### src/hdl/jvs_pkg.sv
`default_nettype none
package jvs_pkg;

	localparam int unsigned STACK_DEPTH = 32;
	localparam int unsigned LVL_W = $clog2(STACK_DEPTH + 1);
	localparam int unsigned IDX_W = (STACK_DEPTH > 1) ? $clog2(STACK_DEPTH) : 1;

	localparam logic [7:0] CH_COMMA   = 8'h2C;
	localparam logic [7:0] CH_LBRACK  = 8'h5B;
	localparam logic [7:0] CH_RBRACK  = 8'h5D;
	localparam logic [7:0] CH_LBRACE  = 8'h7B;
	localparam logic [7:0] CH_RBRACE  = 8'h7D;
	localparam logic [7:0] CH_SPACE   = 8'h20;
	localparam logic [7:0] CH_QUOTE   = 8'h22;
	localparam logic [7:0] CH_CR      = 8'h0D;
	localparam logic [7:0] CH_LF      = 8'h0A;

	typedef struct packed {
		logic       format_error;
		logic       value_end;
		logic [7:0] kept_char;
		logic       has_char;
	} result_t;

	typedef struct packed {
		logic level_zero;
		logic str_open;
	} status_t;

endpackage
`default_nettype wire

### src/hdl/jvs_tracker.sv
`default_nettype none
module jvs_tracker (
	input  wire logic                 clk,
	input  wire logic                 arst_n,
	input  wire logic [7:0]           in_char,
	input  wire logic                 in_last,
	input  wire logic                 commit,
	output jvs_pkg::result_t          res,
	output logic                      res_emit,
	output jvs_pkg::status_t          status
);

	logic [jvs_pkg::STACK_DEPTH-1:0] stack_q;
	logic [jvs_pkg::LVL_W-1:0]       level_q;
	logic [jvs_pkg::LVL_W-1:0]       braces_q;
	logic                            in_str_q;

	logic [jvs_pkg::LVL_W-1:0] level_d;
	logic [jvs_pkg::LVL_W-1:0] braces_d;
	logic                      in_str_d;
	logic                      do_push;
	logic                      is_brace;
	logic                      keep;
	logic                      vend;
	logic                      err;
	logic [jvs_pkg::LVL_W-1:0] level_m1;
	logic                      top_bit;
	logic                      full;

	assign level_m1 = level_q - jvs_pkg::LVL_W'(1);
	assign top_bit  = stack_q[level_m1[jvs_pkg::IDX_W-1:0]];
	assign full     = (level_q == jvs_pkg::LVL_W'(jvs_pkg::STACK_DEPTH));
	assign is_brace = (in_char == jvs_pkg::CH_LBRACE) || (in_char == jvs_pkg::CH_RBRACE);

	always_comb begin
		level_d  = level_q;
		braces_d = braces_q;
		in_str_d = in_str_q;
		do_push  = 1'b0;
		keep     = 1'b0;
		vend     = 1'b0;
		err      = 1'b0;
		if ((in_char == jvs_pkg::CH_CR) || (in_char == jvs_pkg::CH_LF)) begin
			keep = 1'b0;
		end else if (in_str_q) begin
			keep = 1'b1;
			if (in_char == jvs_pkg::CH_QUOTE) begin
				in_str_d = 1'b0;
			end
		end else if (in_char == jvs_pkg::CH_QUOTE) begin
			keep = 1'b1;
			if (level_q == '0) begin
				in_str_d = 1'b1;
			end
		end else if (in_char == jvs_pkg::CH_SPACE) begin
			keep = (braces_q != '0);
		end else if ((in_char == jvs_pkg::CH_COMMA) && (level_q == '0)) begin
			vend = 1'b1;
		end else if ((in_char == jvs_pkg::CH_LBRACK) || (in_char == jvs_pkg::CH_LBRACE)) begin
			keep = 1'b1;
			if (full) begin
				err = 1'b1;
			end else begin
				do_push = 1'b1;
				level_d = level_q + jvs_pkg::LVL_W'(1);
				if (is_brace) begin
					braces_d = braces_q + jvs_pkg::LVL_W'(1);
				end
			end
		end else if ((in_char == jvs_pkg::CH_RBRACK) || (in_char == jvs_pkg::CH_RBRACE)) begin
			keep = 1'b1;
			if ((level_q == '0) || (top_bit != is_brace)) begin
				err = 1'b1;
			end else begin
				level_d = level_m1;
				if (is_brace && (braces_q != '0)) begin
					braces_d = braces_q - jvs_pkg::LVL_W'(1);
				end
			end
		end else begin
			keep = 1'b1;
		end

		if (in_last) begin
			vend = 1'b1;
			if ((level_d != '0) || in_str_d) begin
				err = 1'b1;
			end
			level_d  = '0;
			braces_d = '0;
			in_str_d = 1'b0;
		end
	end

	assign res.has_char     = keep;
	assign res.kept_char    = keep ? in_char : 8'h00;
	assign res.value_end    = vend;
	assign res.format_error = err;
	assign res_emit         = keep | vend | err;

	assign status.level_zero = (level_q == '0);
	assign status.str_open   = in_str_q;

	always_ff @(posedge clk or negedge arst_n) begin
		if (!arst_n) begin
			stack_q  <= '0;
			level_q  <= '0;
			braces_q <= '0;
			in_str_q <= 1'b0;
		end else if (commit) begin
			level_q  <= level_d;
			braces_q <= braces_d;
			in_str_q <= in_str_d;
			if (do_push) begin
				stack_q[level_q[jvs_pkg::IDX_W-1:0]] <= is_brace;
			end
		end
	end

endmodule
`default_nettype wire

### src/hdl/json_value_splitter.sv
// A word accepted at the input passes through the input register and then the result register to the output.
// Throughput: one word per cycle when the output side does not stall.
// Characters that give no result (dropped line breaks and spaces) leave no output word.
// Reset (arst_n low) clears the bracket stack, level, brace count and string flag
// and empties both the input and result registers.
`default_nettype none
module json_value_splitter (
	input  wire logic        clk,
	input  wire logic        arst_n,
	input  wire logic        s_axis_tvalid,
	output logic             s_axis_tready,
	input  wire logic [7:0]  s_axis_tdata,  // [7:0] text_char
	input  wire logic        s_axis_tlast,
	output logic             m_axis_tvalid,
	input  wire logic        m_axis_tready,
	output logic [7:0]       m_axis_tdata,  // [7:0] kept_char
	output logic             m_axis_tlast,
	output logic [1:0]       m_axis_tuser   // [0] has_char, [1] format_error
);

	logic             valid_s1;
	logic [7:0]       char_s1;
	logic             last_s1;
	logic             out_valid_q;
	jvs_pkg::result_t out_q;

	logic             out_free;
	logic             advance;
	jvs_pkg::result_t res;
	logic             res_emit;
	jvs_pkg::status_t status;

	assign out_free      = !out_valid_q || m_axis_tready;
	assign advance       = valid_s1 && out_free;
	assign s_axis_tready = !valid_s1 || advance;

	always_ff @(posedge clk or negedge arst_n) begin
		if (!arst_n) begin
			valid_s1 <= 1'b0;
		end else if (s_axis_tready) begin
			valid_s1 <= s_axis_tvalid;
		end
	end

	always_ff @(posedge clk) begin
		if (s_axis_tready && s_axis_tvalid) begin
			char_s1 <= s_axis_tdata;
			last_s1 <= s_axis_tlast;
		end
	end

	jvs_tracker u_tracker (
		.clk      (clk),
		.arst_n   (arst_n),
		.in_char  (char_s1),
		.in_last  (last_s1),
		.commit   (advance),
		.res      (res),
		.res_emit (res_emit),
		.status   (status)
	);

	always_ff @(posedge clk or negedge arst_n) begin
		if (!arst_n) begin
			out_valid_q <= 1'b0;
		end else if (out_free) begin
			out_valid_q <= advance && res_emit;
		end
	end

	always_ff @(posedge clk) begin
		if (advance && res_emit) begin
			out_q <= res;
		end
	end

	assign m_axis_tvalid = out_valid_q;
	assign m_axis_tdata  = out_q.kept_char;
	assign m_axis_tlast  = out_q.value_end;
	assign m_axis_tuser  = {out_q.format_error, out_q.has_char};

	a_no_empty_word: assert property (@(posedge clk) disable iff (!arst_n)
		m_axis_tvalid |-> (m_axis_tuser[0] || m_axis_tlast || m_axis_tuser[1]))
		else $error("output word carries no character and no flag");

	a_dropped_char_zero: assert property (@(posedge clk) disable iff (!arst_n)
		(m_axis_tvalid && !m_axis_tuser[0]) |-> (m_axis_tdata == 8'h00))
		else $error("kept_char nonzero without has_char");

	a_stall_cause: assert property (@(posedge clk) disable iff (!arst_n)
		!s_axis_tready |-> (valid_s1 && out_valid_q && !m_axis_tready))
		else $error("input stalled without a full pipeline");

	a_last_clears: assert property (@(posedge clk) disable iff (!arst_n)
		(advance && last_s1) |=> (status.level_zero && !status.str_open))
		else $error("state not cleared after final character");

endmodule
`default_nettype wire
### config.mk
export PLATFORM = sky130hd
export DESIGN_NAME = json_value_splitter
export DESIGN_NICKNAME = d
export VERILOG_FILES = /design/src/hdl/jvs_pkg.sv /design/src/hdl/jvs_tracker.sv /design/src/hdl/json_value_splitter.sv
export SDC_FILE = /design/constraint.sdc
export NUM_CORES = 1
export LEC_CHECK = 0
export BUFFER_PORTS_ARGS = -buffer_cell sky130_fd_sc_hd__buf_2
export CAP_MARGIN = 20
export CORE_MARGIN = 2
export CORE_UTILIZATION = 40
export CTS_CLUSTER_DIAMETER = 40
export DETAILED_ROUTE_END_ITERATION = 16
export PLACE_DENSITY = 0.56
export SLEW_MARGIN = 25
export SYNTH_ARGS = -nofsm -noshare
export SYNTH_HDL_FRONTEND = slang
export SYNTH_HIERARCHICAL = 1
export SYNTH_SLANG_ARGS = --single-unit
### constraint.sdc
create_clock -name clk -period 4.07 [get_ports clk]
set_input_delay 0 -clock clk [delete_from_list [all_inputs] [get_ports clk]]
set_output_delay 0 -clock clk [all_outputs]
set_load 0.05 [all_outputs]
==> impl_metrics.toml, run 1 <==
[run_status]
status = "finished clean"

[final_layout]
drive_gt1_share_pct = 25.32
regArea_mm2 = 0.001777
multi_input_area_mm2 = 0.001922
area_growth_pct = 16.22
fill_cells = 885
final_core_util_pct = 48.09
fin_area_mm2 = 0.004464
nNetsFinal = 409
diodes = 0

[logic_synthesis]
synth_fp_nets = 377
yosysWarnings = 6
netlist_area_mm2 = 0.003841
syn_area_per_cell_um2 = 10.85
synth_cells = 354

[clocking]
clk_pin_slew_ns = 0.07
htreeDepth = 3
cts_tree = "built"
cts_sinks = 67
clock_tree.root_cell = "clkbuf_8"
cts_setup_buffers = 0
cts_buffers = 9
clk_latency_ns = 0.35
clk_path_buf_depth = 2

[floorplanning]
num_rows = 35
die_area_mm2 = 0.01040
initial_utilization_pct = 41.37
core_mm2 = 0.009284
die_h_um = 102.0
die_x_um = 102.0
ios = 26

[power_and_ir_drop]
seqPwrFrac_pct = 44.0
peakVddDrop_mv = 0.2150
power_density_mw_per_mm2 = 396.1
p_int_mw = 1.306
pwr-share-comb_pct = 16.2
clkPwrFrac_pct = 39.8
power_switching_mw = 0.4620
p_leak_nw = 1.891
p_sw_share_pct = 26.13

[placement]
post_dp_cell_area_mm2 = 0.004075
dp_hpwl_mm = 5.868
port_buffers = 25
gp_congestion = 0.9318

[flow_run]
drv_cap = 0

[global_route]
top_usage_layer = "met2"
grt_pass1_vias = 2671
met2_usage_pct = 26.06
grt_max_degree = 48
antenna_found_initial = 0
use_met3_pct = 3.488
grt_usage_pct = 17.97
grt_overflow = 0
grt_pass1_wl_mm = 14.06
grtUsageMet1_pct = 26.04

[routing]
vias = 2822
routed_wl_mm = 8.514
ant_nets = 0
routedWlPerCell_um = 16.37
drtIter0Drc = 235
drc = 0
via_per_inst = 5.427
dr.pass1.iters = 5

[sta]
max_freq_mhz = 267.4
drv_slew = 0
hold_ws_ns = 0.2803
finalHoldViolations = 0
worst-slew-pin-transition_ns = 1.038
worst_slew_margin_rel_pct = 30.64
setup_tns_ns = 0
fin_crit_ns = 3.739
finalSetupViolations = 0
rsz0062_at_grt = "false"
fin_skew_ns = 0.009676
fin_crit_sh_pct = 91.87

[critical_path]
end_kind = "register"
crit_fanout = 11
worstPathArrival_ns = 3.82
crit_path_start_kind = "register"
critPathKind = "reg -> reg"
required_ns = 4.15

[worst_hold_path]
worstHoldPathType = "in -> async"
[path summary, 6_finish.rpt]
path,slack (ns),from,endpoint,cells after the start
worst max-delay path,0.33,u_tracker/level_q[1],m_axis_tuser[1],11
min in group clk,0.36,s_axis_tdata[6],char_s1[6],2
worst max register to register,0.33,u_tracker/level_q[1],m_axis_tuser[1],11
max in group asynchronous,3.38,arst_n,u_tracker/level_q[0],3
worst min-delay path,0.28,arst_n,u_tracker/stack_q[12],3
worst min register to register,0.48,char_s1[4],m_axis_tdata[4],0
[stage by stage]
stage | setup WS (ns) | power (mW) | cells
2_1_floorplan | 0.06747 | 0.9995 | 354
3_3_place_gp | 0.4517 | 1.061 | 491
3_5_place_dp | 0.3351 | 1.072 | 491
4_1_cts | 0.3339 | 1.790 | 520
5_1_grt | 0.01228 | 1.862 | 520
6_report | 0.3309 | 1.768 | 520
[state kept, by name, summed over array words and instances, names as in the netlist]
signal	flops
m_axis_tlast	1
m_axis_tuser	2
m_axis_tvalid	1
m_axis_tdata	8
u_tracker/stack_q	32
valid_s1	1
u_tracker/in_str_q	1
u_tracker/level_q	6
u_tracker/braces_q	6
char_s1	8
last_s1	1
[what timing repair did]
action                                 4_1_cts  5_1_grt
endpoints found under the hold margin       58        0
gates resized for setup                      0        0
hold buffers                                13        0
[routing by layer]
metal	part of all wire (%)	routed length, um
met1	47	4042
met4	2.0	170
met5	0	0
met2	46	3909
met3	4.6	392
[power groups by stage]
stage	combinational, mW	sequential, mW	clock [mW]
after floorplan	0.190	0.809	0
after global placement	0.270	0.791	0
after detailed placement	0.279	0.792	0
after CTS	0.290	0.778	0.722
after global routing	0.324	0.786	0.753
final	0.286	0.778	0.705
[critical path, stage by stage (launching register included)]
cell	delay (ns)
dfrtp_1	0.44
inv_1	0.15
ha_1	0.60
mux4_2	0.38
mux4_2	0.49
a211oi_2	0.31
mux2i_1	0.21
buf_4	0.19
o22ai_1	0.08
a31o_2	0.24
nor4_1	0.26
a21oi_1	0.11
[layout make-up]
cell class | count | share of cell area [%]
well taps | 129 | 3.615
clock buffers | 11 | 3.391
flip-flops and latches | 67 | 39.80
inverters | 10 | 0.8408
repair buffers | 45 | 6.895
clock inverters | 5 | 2.410
multi-input cells | 253 | 43.05
[placed cells by master (no fill, tap or decap), drive strengths merged, types with 3 or more instances in the layout]
cell type / instances
bufinv: 3
clkbuf: 11
nor4: 3
inv: 11
and2: 8
nor3b: 5
nand2b: 3
mux4: 9
nand2: 49
edfxtp: 20
buf: 32
nand3: 9
mux2i: 5
nor2b: 8
dlygate4sd3: 13
a21o: 4
o22ai: 4
dfrtp: 47
a22o: 3
mux2: 37
nor3: 13
nor2: 20
and3: 4
xnor2: 9
a21oi: 7
ha: 9
o21ai: 10
nand4: 3
Power figures use the tool's default switching activity.
==> run 2, diff against run 1 <==
--- a/config.mk
+++ b/config.mk
@@ -7,11 +7,11 @@
 export LEC_CHECK = 0
 export BUFFER_PORTS_ARGS = -buffer_cell sky130_fd_sc_hd__buf_2
 export CAP_MARGIN = 20
+export CORE_ASPECT_RATIO = 2
 export CORE_MARGIN = 2
 export CORE_UTILIZATION = 40
 export CTS_CLUSTER_DIAMETER = 40
 export DETAILED_ROUTE_END_ITERATION = 16
-export PLACE_DENSITY = 0.56
 export SLEW_MARGIN = 25
 export SYNTH_ARGS = -nofsm -noshare
 export SYNTH_HDL_FRONTEND = slang
==> run 2 against run 1 <==
  * Register-to-register slack worse by 0.12 ns
  * Clock skew is 0.0052 ns lower
  * Worst hold slack worse by 0.059 ns
  * Flip-flop and latch count stayed put
  * Clock power is 6.8% higher
  * Total power is 3.2% higher
  * Largest cell class unchanged
==> impl_metrics.toml, run 2 (same netlist as run 1, synthesis figures left out) <==
[run_status]
status = "finished clean"

[final_layout]
largest_register = "u_tracker/stack_q"
final_cell_mix = "nand2_1, dfrtp_1, mux2_2"
largest_reg_flops = 32
multi_input_area_mm2 = 0.001937
final_core_util_pct = 48.44
fill_cells = 868
final_common_cell = "nand2_1"
area_growth_pct = 17.56
fin_cells = 499
diodes = 0
drive_gt1_share_pct = 26.33
fin_area_mm2 = 0.004516
nNetsFinal = 413
regArea_mm2 = 0.001777

[power_and_ir_drop]
p_int_mw = 1.337
pwr-share-comb_pct = 16.1
power_switching_mw = 0.4868
seqPwrFrac_pct = 42.6
peakVddDrop_mv = 0.2047
clkPwrFrac_pct = 41.3
p_leak_nw = 1.921
power_density_mw_per_mm2 = 404.0
finalPower_mw = 1.824
p_sw_share_pct = 26.68

[critical_path]
required_ns = 4.14
crit_path_start_kind = "register"
timing.rr.start = "u_tracker/level_q[1]"
critPathKind = "reg -> reg"
end_kind = "register"
crit_end = "m_axis_tuser[1]"
reg2regPathDepth = 10
crit_fanout = 7
startpoint = "u_tracker/level_q[1]"
rr_endpoint = "m_axis_tuser[1]"
rrSetupSlack_ns = 0.21
worstPathArrival_ns = 3.93

[placement]
port_buffers = 25
dp_hpwl_mm = 7.116
dp.cells = 470
dp_worst_setup_slack_ns = 0.08158
gp_congestion = 0.9607
post_dp_cell_area_mm2 = 0.004076

[flow_run]
drv_cap = 0

[sta]
setup_ws_ns = 0.2087
fin_skew_ns = 0.004488
finalSetupViolations = 0
fin_crit_sh_pct = 94.87
worst_slew_margin_rel_pct = 44.94
setup_tns_ns = 0
rsz0062_at_grt = "false"
hold_ws_ns = 0.2217
drv_slew = 0
fin_crit_ns = 3.861
finalHoldViolations = 0
max_freq_mhz = 259.0
worst-slew-pin-transition_ns = 0.8228

[routing]
routedWlPerCell_um = 18.99
dr.pass1.iters = 4
routed_wl_mm = 9.475
vias = 2883
drc = 0
via_per_inst = 5.778
drtIter0Drc = 189
ant_nets = 0

[global_route]
grt_pass1_vias = 3017
grt_usage_pct = 19.47
grt_max_degree = 48
grt_pass1_wl_mm = 15.22
grt_overflow = 0
antenna_found_initial = 0

[floorplanning]
die_h_um = 142.6
initial_utilization_pct = 41.21
die_area_mm2 = 0.01045
core_mm2 = 0.009321
ios = 26
num_rows = 50
die_x_um = 73.29

[clocking]
clk_latency_ns = 0.33
cts_tree = "built"
cts_buffers = 9
clk_pin_slew_ns = 0.05
clk_path_buf_depth = 2
clock_tree.root_cell = "clkbuf_16"
cts_sinks = 67
htreeDepth = 3

[worst_hold_path]
worstHoldPathType = "in -> async"
==> run 2: per-layer routing <==
layer  global-route usage (%)  wire length (um)
met1                    18.46              3377
met2                    35.80              5283
met3                    3.895               271
met4                    13.21               542
met5                        0                 0
==> run 2: power groups by stage <==
stage,Clock (mW),Sequential (mW),Combinational [mW]
after floorplan,0,0.809,0.190
after global placement,0,0.791,0.278
after detailed placement,0,0.792,0.284
after CTS,0.770,0.779,0.296
after global routing,0.797,0.784,0.320
final,0.753,0.778,0.293
==> run 2: area by class of cell <==
class	count	share of cell area [%]
multi-input cells	253	42.89
flip-flops and latches	67	39.35
repair buffers	49	7.537
clock buffers	9	4.988
well taps	104	2.882
clock inverters	7	1.524
inverters	10	0.8313
==> run 2: worst min path at each step <==
stage / to / slack [ns] / cells after the start
after global routing: u_tracker/stack_q[18] / 0.28 / 2
after floorplan: m_axis_tvalid / -0.30 / 0
after global placement: char_s1[7] / 0.18 / 1
after detailed placement: u_tracker/stack_q[18] / 0.06 / 1
after CTS: u_tracker/stack_q[18] / 0.24 / 2
final: u_tracker/stack_q[18] / 0.22 / 2
==> run 2: repair_timing <==
action / 4_1_cts / 5_1_grt
setup endpoints to repair: 0 / 7
gates resized for setup: 0 / 2
buffers inserted: 0 / 0
endpoints found under the hold margin: 58 / 0
hold buffers: 13 / 0
==> run 2: critical path, stage by stage (launching register included) <==
cell      delay, ns
dfrtp_1        0.42
inv_1          0.15
ha_1           0.50
mux4_1         0.37
mux4_2         0.48
a211oi_2       0.40
xnor2_1        0.24
o311a_1        0.39
a221oi_2       0.32
and4_1         0.26
a21oi_1        0.07
==> run 3, diff against run 2 <==
--- a/config.mk
+++ b/config.mk
@@ -12,6 +12,7 @@
 export CORE_UTILIZATION = 40
 export CTS_CLUSTER_DIAMETER = 40
 export DETAILED_ROUTE_END_ITERATION = 16
+export RECOVER_POWER = 25
 export SLEW_MARGIN = 25
 export SYNTH_ARGS = -nofsm -noshare
 export SYNTH_HDL_FRONTEND = slang
==> run 3 against run 2 <==
  * The flow now finishes with violations (max-capacitance violations, max-slew violations)
  * Clock power is essentially flat
  * First-iteration DRC count shrank 14%
  * Register-to-register slack hardly changed
  * Via count is essentially flat
  * Critical path type unchanged
  * Largest power group unchanged
  * Highest routed layer unchanged
==> impl_metrics.toml, run 3 (same netlist as run 1, synthesis figures left out) <==
[power_and_ir_drop]
p_leak_nw = 1.915
power_density_mw_per_mm2 = 404.1
peakVddDrop_mv = 0.2046

[floorplanning]
num_rows = 50
initial_utilization_pct = 41.21
die_h_um = 142.6
core_mm2 = 0.009321
ios = 26
die_x_um = 73.29
die_area_mm2 = 0.01045

[critical_path]
end_kind = "register"
required_ns = 4.14
crit_fanout = 7
crit_path_start_kind = "register"
critPathKind = "reg -> reg"
worstPathArrival_ns = 3.92

[final_layout]
final_cell_mix = "nand2_1, dfrtp_1, mux2_2"
nNetsFinal = 413
largest_reg_flops = 32
regArea_mm2 = 0.001777
drive_gt1_share_pct = 25.82
multi_input_area_mm2 = 0.001937
largest_register = "u_tracker/stack_q"
diodes = 0
fill_cells = 868
area_growth_pct = 17.43
final_common_cell = "nand2_1"

[global_route]
grt_pass1_wl_mm = 15.22
antenna_found_initial = 0
grt_pass1_vias = 3017
grt_max_degree = 48
grt_overflow = 0
grt_usage_pct = 19.47

[sta]
fin_crit_ns = 3.854
rsz0062_at_grt = "false"
finalSetupViolations = 0
finalHoldViolations = 0
setup_tns_ns = 0
fin_skew_ns = 0.004628
max_freq_mhz = 259.5
fin_crit_sh_pct = 94.70
worst-slew-pin-transition_ns = 2.583
worst_slew_margin_rel_pct = -72.19
drv_slew = 48
hold_ws_ns = 0.3751

[routing]
routed.top_layer = "met4"
dr_wl_met2_mm = 5.398
drc = 0
drt-met1-wl_mm = 3.340
dr.pass1.iters = 4
drtIter0Drc = 162
routed_wl_mm = 9.442
vias = 2882
dr_wl_met3_um = 246
ant_nets = 0
via_per_inst = 5.776
routedWlPerCell_um = 18.92

[clocking]
cts_buffers = 9
htreeDepth = 3
clock_tree.root_cell = "clkbuf_16"
cts_tree = "built"
clk_pin_slew_ns = 0.05
cts_sinks = 67
clk_latency_ns = 0.33
clk_path_buf_depth = 2

[run_status]
violations = "max-capacitance violations, max-slew violations"
status = "complete, but fails checks"

[flow_run]
drv_cap = 1

[placement]
port_buffers = 25
dp_hpwl_mm = 7.116
gp_congestion = 0.9607

[worst_hold_path]
worstHoldPathType = "in -> reg"
-- run 3: cell count changes in the layout (fill, tap and decap cells not counted) --
cell	change
buf_2	-1
buf_4	-1
clkbuf_1	+2
-- run 3: routing by layer --
metal,GRT usage (%),vias up
met3,3.895,37
li1,-,1355
met2,35.80,68
met1,18.46,1422
met4,13.21,0
met5,0,-
-- run 3: report_power, final --
group,internal [mW],switching [mW],total [mW]
clock,0.471,0.281,0.752
sequential,0.739,0.0392,0.778
combinational,0.127,0.166,0.293
-- run 3: path summary, 6_finish.rpt --
check / slack [ns] / start / to / cells after the start
max reg2reg: 0.22 / u_tracker/level_q[1] / m_axis_tuser[1] / 10
min in group asynchronous: 1.01 / arst_n / u_tracker/stack_q[18] / 2
max: 0.22 / u_tracker/level_q[1] / m_axis_tuser[1] / 10
min: 0.38 / s_axis_tdata[0] / char_s1[0] / 2
max in group asynchronous: 1.57 / arst_n / u_tracker/stack_q[5] / 2
min reg2reg: 0.47 / char_s1[6] / m_axis_tdata[6] / 0
-- run 3: cell type report --
cell class                 count  area share (%)
multi-input combinational    253           42.94
sequential                    67           39.39
timing repair buffer          49           7.434
clock buffer                   9           4.993
tap                          104           2.885
clock inverter                 7           1.526
inverter                      10          0.8322
-- run 3: timing repair --
item / 4_1_cts / 5_1_grt
setup endpoints to repair: 0 / 7
endpoints found under the hold margin: 58 / 0
hold buffers: 13 / 0
resized for setup: 0 / 2
buffers inserted: 0 / 0
-- run 3: through the flow --
stage	instances	utilization, %	area (um2)	setup WS, ns	total power [mW]
global placement	470	43.70	4074	0.1925	1.069
finish	499	48.39	4511	0.2158	1.823
detailed placement	470	43.73	4076	0.08158	1.075
CTS	499	48.28	4501	0.05871	1.845
floorplan	354	-	3841	0.06747	0.9995
global route	499	48.39	4511	0.0004183	1.901
-- run 3: critical path, stage by stage (launching register included) --
cell	delay, ns
dfrtp_1	0.42
inv_1	0.15
ha_1	0.50
mux4_1	0.37
mux4_2	0.48
a211oi_2	0.40
xnor2_1	0.24
o311a_1	0.39
a221oi_2	0.31
and4_1	0.26
a21oi_1	0.07
